==> src/design/mwsm_pkg.sv <==
// Package for the moving window sum/mean unit.
// Shared constants, register indexes and controller/datapath interface types.
// No dependencies.
package mwsm_pkg;

  // Parameter defaults
  localparam int MAX_WINDOW_DEF  = 256;
  localparam int SAMPLE_BITS_DEF = 24;

  // Fixed field widths
  localparam int VALUE_W    = 32;
  localparam int CFG_LEN_W  = 9;
  localparam int CFG_DATA_W = 9;
  localparam int CFG_IDX_W  = 1;

  // Register indexes
  localparam logic [CFG_IDX_W-1:0] REG_WINDOW_LEN = 1'd0;
  localparam logic [CFG_IDX_W-1:0] REG_MEAN_MODE  = 1'd1;

  // Commands from controller to datapath
  typedef struct packed {
    logic accept;     // latch an input item, restart window on first
    logic rd;         // read the oldest ring entry
    logic upd;        // update sum, fill, ring and pointer
    logic div_step;   // one quotient bit
    logic load_out;   // move result into the output register
  } mwsm_cmd_t;

  // Status from datapath to controller
  typedef struct packed {
    logic emit;       // this item yields a result (valid during upd)
    logic mean;       // mean mode selected
    logic div_last;   // final divider step
    logic out_free;   // output register can take a result
  } mwsm_sts_t;

endpackage

==> src/design/mwsm_ctrl.sv <==
// Controller state machine for the moving window sum/mean unit.
// Sequences accept, ring read, update, divide and output load.
// Depends on mwsm_pkg.
module mwsm_ctrl import mwsm_pkg::*; (
  input  logic       clk_i,
  input  logic       rst_ni,
  input  logic       in_valid_i,
  output logic       in_ready_o,
  input  mwsm_sts_t  sts_i,
  output mwsm_cmd_t  cmd_o
);

  localparam logic [2:0] ST_IDLE = 3'd0;
  localparam logic [2:0] ST_RD   = 3'd1;
  localparam logic [2:0] ST_UPD  = 3'd2;
  localparam logic [2:0] ST_DIV  = 3'd3;
  localparam logic [2:0] ST_HOLD = 3'd4;

  logic [2:0] state_q, state_d;

  // Next state and commands
  always_comb begin
    state_d    = state_q;
    cmd_o      = '0;
    in_ready_o = 1'b0;
    case (state_q)
      ST_IDLE: begin
        in_ready_o = 1'b1;
        if (in_valid_i) begin
          cmd_o.accept = 1'b1;
          state_d      = ST_RD;
        end
      end
      ST_RD: begin
        cmd_o.rd = 1'b1;
        state_d  = ST_UPD;
      end
      ST_UPD: begin
        cmd_o.upd = 1'b1;
        if (!sts_i.emit) begin
          state_d = ST_IDLE;
        end else if (sts_i.mean) begin
          state_d = ST_DIV;
        end else begin
          state_d = ST_HOLD;
        end
      end
      ST_DIV: begin
        cmd_o.div_step = 1'b1;
        if (sts_i.div_last) begin
          state_d = ST_HOLD;
        end
      end
      ST_HOLD: begin
        if (sts_i.out_free) begin
          cmd_o.load_out = 1'b1;
          state_d        = ST_IDLE;
        end
      end
      default: begin
        state_d = ST_IDLE;
      end
    endcase
  end

  always_ff @(posedge clk_i or negedge rst_ni) begin
    if (!rst_ni) begin
      state_q <= ST_IDLE;
    end else begin
      state_q <= state_d;
    end
  end

endmodule

==> config.mk <==
export PLATFORM = sky130hd
export DESIGN_NAME = mwsm_ctrl
export DESIGN_NICKNAME = d
export VERILOG_FILES = /design/src/design/mwsm_pkg.sv /design/src/design/mwsm_ctrl.sv
export SDC_FILE = /design/constraint.sdc
export NUM_CORES = 1
export LEC_CHECK = 0
export BUFFER_PORTS_ARGS = -buffer_cell sky130_fd_sc_hd__buf_2
export CAP_MARGIN = 20
export CORE_AREA = 5 5 42 44
export CTS_CLUSTER_SIZE = 8
export DETAILED_ROUTE_END_ITERATION = 10
export DIE_AREA = 0 0 47 49
export PLACE_DENSITY = 0.37
export SLEW_MARGIN = 20
export SYNTH_ARGS = -nofsm -noshare
export SYNTH_HDL_FRONTEND = slang
export SYNTH_SLANG_ARGS = --single-unit
==> constraint.sdc <==
create_clock -name clk_i -period 1.5 [get_ports clk_i]
set_clock_uncertainty 0.2 [all_clocks]
set_input_delay 0.15 -clock clk_i [delete_from_list [all_inputs] [get_ports clk_i]]
set_output_delay 0.15 -clock clk_i [all_outputs]
set_load 0.02 [all_outputs]
# --- Word level (Yosys, flattened, before mapping) ---
# Cells that the tools add are included.
totals:
  ff_bits: 3
  inputBits: 7
  wordCells: 24
  output_inout_bits: 6
classes:
  eq_ne: 7
  n_reduce_logical: 2
  n_mux: 14
op_table:
  columns: ["op", "count"]
  rows:
  - ["$mux W3", 5]
  - ["$pmux W3 S5", 1]
  - ["$mux W1", 8]
  - ["$eq A3 B2 Y1 const B", 2]
  - ["$ne A2 B2 Y1 const B", 3]
  - ["$eq A3 B1 Y1 const B", 1]
  - ["$eq A3 B3 Y1 const B", 1]
  - ["$logic_not A3 Y1", 1]
  - ["$reduce_and A3 Y1", 1]

# --- Longest topological paths before layout ---
depth:
  word_depth: 3
  depth_mapped: 4

# --- Least setup slack after synthesis ---
# No wires, ideal clock.
synth_timing:
  kind: "reg2out"
  startpoint: "register state_q[0]"
  endpoint: "output port cmd_o[4] in the netlist's numbering"
  setup_slack_ns: -0.200
  n_path_buf: 1
  t_required_ns: 1.150
  arrival_time_ns: 1.350
  path_stages_with_launch: 4
  path_cell_list: "dfrtp_1 buf_4 nor3_1 and2_1"
synth_lines:
  columns: ["element", "line", "source"]
  rows:
  - ["start, declared", "mwsm_ctrl.sv:19", "logic [2:0] state_q, state_d;"]
  - ["start signal, assigned", "mwsm_ctrl.sv:70", "state_q <= state_d;"]
  - ["end, declared", "mwsm_ctrl.sv:10", "output mwsm_cmd_t cmd_o"]

==> metrics.md <==
| Metric | Value |
|---|---|
| Cell Pwr Density | `2094 mW/mm^2` |
| Top reg by flops | `state_q` |
| H-tree levels | `1` |
| Worst skew pair latency | `0.23 ns` |
| Routability congestion estimate | `0.6949` |
| Maximum VDD drop | `949.3 uV` |
| Synth Instances | `24` |
| Nets | `55` |
| Post-Syn Area | `209.0 sq um` |
| Initial antenna violation count | `0` |
| Measured slew at the worst slew-check pin | `0.1961 ns` |
| Worst min path class | `in -> reg` |
| Post-route DRC | `0` |
| WS Path Type | `reg -> out` |
| Setup-failing EPs final | `0` |
| Final core occ | `0.2857` |
| Die height | `49 um` |
| Port bufs | `12` |
| Clk buf depth | `2` |
| Layout area overhead | `91.62%` |
| Routed len/inst | `9.540 um` |
| Vias in the first global route | `279` |
| Max Fclk | `682.3 MHz` |
| Endpoints failing hold | `0` |
| Max reg flops | `3` |
| Final period util | `0.9771` |
| Total CTS buffers | `3` |
| Initial Util | `0.1491` |
| Reg-to-reg setup timing slack | `0.18 ns` |
| I/O pin cnt | `13` |
| Antenna-violating nets left | `0` |
| Die width | `47 um` |
| Antenna diodes | `0` |
| Final min period | `1.466 ns` |
| Vias per cell | `4.016` |
| CP startpoint kind | `flip-flop` |
| Router iterations before antenna repair | `2` |
| First-pass GRT wire length | `1.048 mm` |
| Core Rows | `14` |
| Final WL | `601 um` |
| Slew Viols, Final | `0` |
| CTS tree | `yes` |
| Pin count of the biggest net entering global routing | `9` |
| Yosys reg bits | `3` |
| Outcome | `finished, final reports clean` |
| Crit path arrival time | `1.12 ns` |
| RSZ-0062 raised after global routing | `yes` |
| Grt ovf | `0` |
| # clock sinks | `3` |
| LEAKAGE | `0.1944 nW` |
| Critical path fanouts, max | `5` |
| Commonest non-fill, non-tap cell in the layout | `buf_2` |
| Max_slew headroom | `0.8692` |
| Placeable Area | `0.001401 sq mm` |
| Die Area | `0.002303 sq mm` |
| Req. time, crit path | `1.15 ns` |
| Ys Warns | `0` |
| Layout cells sized above 1 | `0.6596` |
| First DRT Iteration DRCs | `2` |
| Tot Pwr | `0.8382 mW` |
| GRT Total Usage | `0.06404` |
| Register area share after synthesis | `0.3593` |
| Final HPWL DP | `456.2 um` |
| Max cap viols | `0` |
| Vias | `253` |
| Most frequent cells in the layout | `buf_2, buf_4, clkbuf_4, dfrtp_2` |
| Net Count, Synth | `31` |
| Cell variety after synth | `16` |
| Top flop regs | `state_q x3` |
| Clk slew on worst S/H paths | `0.04 ns` |
| Hold_ws | `0.01067 ns` |
| Worst Setup End Kind | `output pin` |
| Cell chosen for the clock root | `clkbuf_4` |
| Synth Area per Inst | `8.706 sq um` |
cell type report:
class / count / area (sq um)
fill: 153 / 1001
multi-input combinational: 18 / 133.9
timing repair buffer: 20 / 133.9
sequential: 3 / 78.83
clock buffer: 4 / 26.28
tap: 16 / 20.02
inverter: 2 / 7.507
Yosys cell counts (all sizes together):
master	instances	share of area
nand2b	2	0.060
nor3	2	0.048
o22ai	1	0.030
nor3b	1	0.036
a21oi	2	0.048
and3	2	0.066
inv	2	0.036
a211oi	1	0.060
nand3	1	0.048
a221oi	1	0.072
buf	1	0.036
nor2	3	0.054
dfrtp	3	0.36
nand2	1	0.018
and2	1	0.030
power by group:
| part | total [mW] | switching [mW] | internal [mW] |
|---|---|---|---|
| combinational | 0.508 | 0.249 | 0.258 |
| sequential | 0.195 | 0.0694 | 0.126 |
| clock | 0.136 | 0.0363 | 0.0993 |
logic make-up after synthesis:
group / Yosys count / synth area share
AO/OA/AOI/OAI: 5 / 0.2096
buffers and inverters: 3 / 0.07188
flip-flops: 3 / 0.3593
AND/OR/NAND/NOR: 13 / 0.3593
routing by layer:
layer | vias up | global-route usage | wire (um)
met2 | 7 | 0.09276 | 308
met5 | - | 0 | 0
li1 | 131 | - | -
met1 | 113 | 0.06579 | 262
met4 | 0 | 0.03687 | 12
met3 | 2 | 0.04428 | 17
timing repair:
action | 4_1_cts | 5_1_grt
resized for setup | 5 | 3
hold buffers | 2 | 0
setup buffers | 3 | 3
gates cloned | 0 | 0
setup endpoints to repair | 5 | 5
endpoints found under the hold margin | 4 | 0
path summary, 6_finish.rpt:
check                                start          to  depth (start not counted)
worst max-delay path            state_q[2]    cmd_o[4]                          3
worst min-delay path              sts_i[3]  state_q[0]                          3
worst max register to register  state_q[1]  state_q[0]                          4
worst min register to register  state_q[2]  state_q[1]                          2
max in group asynchronous           rst_ni  state_q[1]                          2
min in group asynchronous           rst_ni  state_q[0]                          2
critical path, stage by stage (launching register included):
cell     delay (ns)
dfrtp_2        0.43
nor3_2         0.19
and2_1         0.16
buf_6          0.11
per-stage QoR:
| stage | setup TNS, ns | setup slack [ns] | instance area (sq um) | cells |
|---|---|---|---|---|
| 6_report | 0 | 0.03441 | 400.4 | 63 |
| 5_1_grt | -0.05218 | -0.03092 | 400.4 | 63 |
| 4_1_cts | -0.0007613 | -0.0007613 | 365.4 | 60 |
| 3_5_place_dp | 0 | 0.1676 | 286.5 | 51 |
| 3_3_place_gp | 0 | 0.1571 | 286.5 | 51 |
| 2_1_floorplan | 0 | 0.01379 | 214.0 | 24 |
No activity file was read; power rests on OpenSTA's default activity.
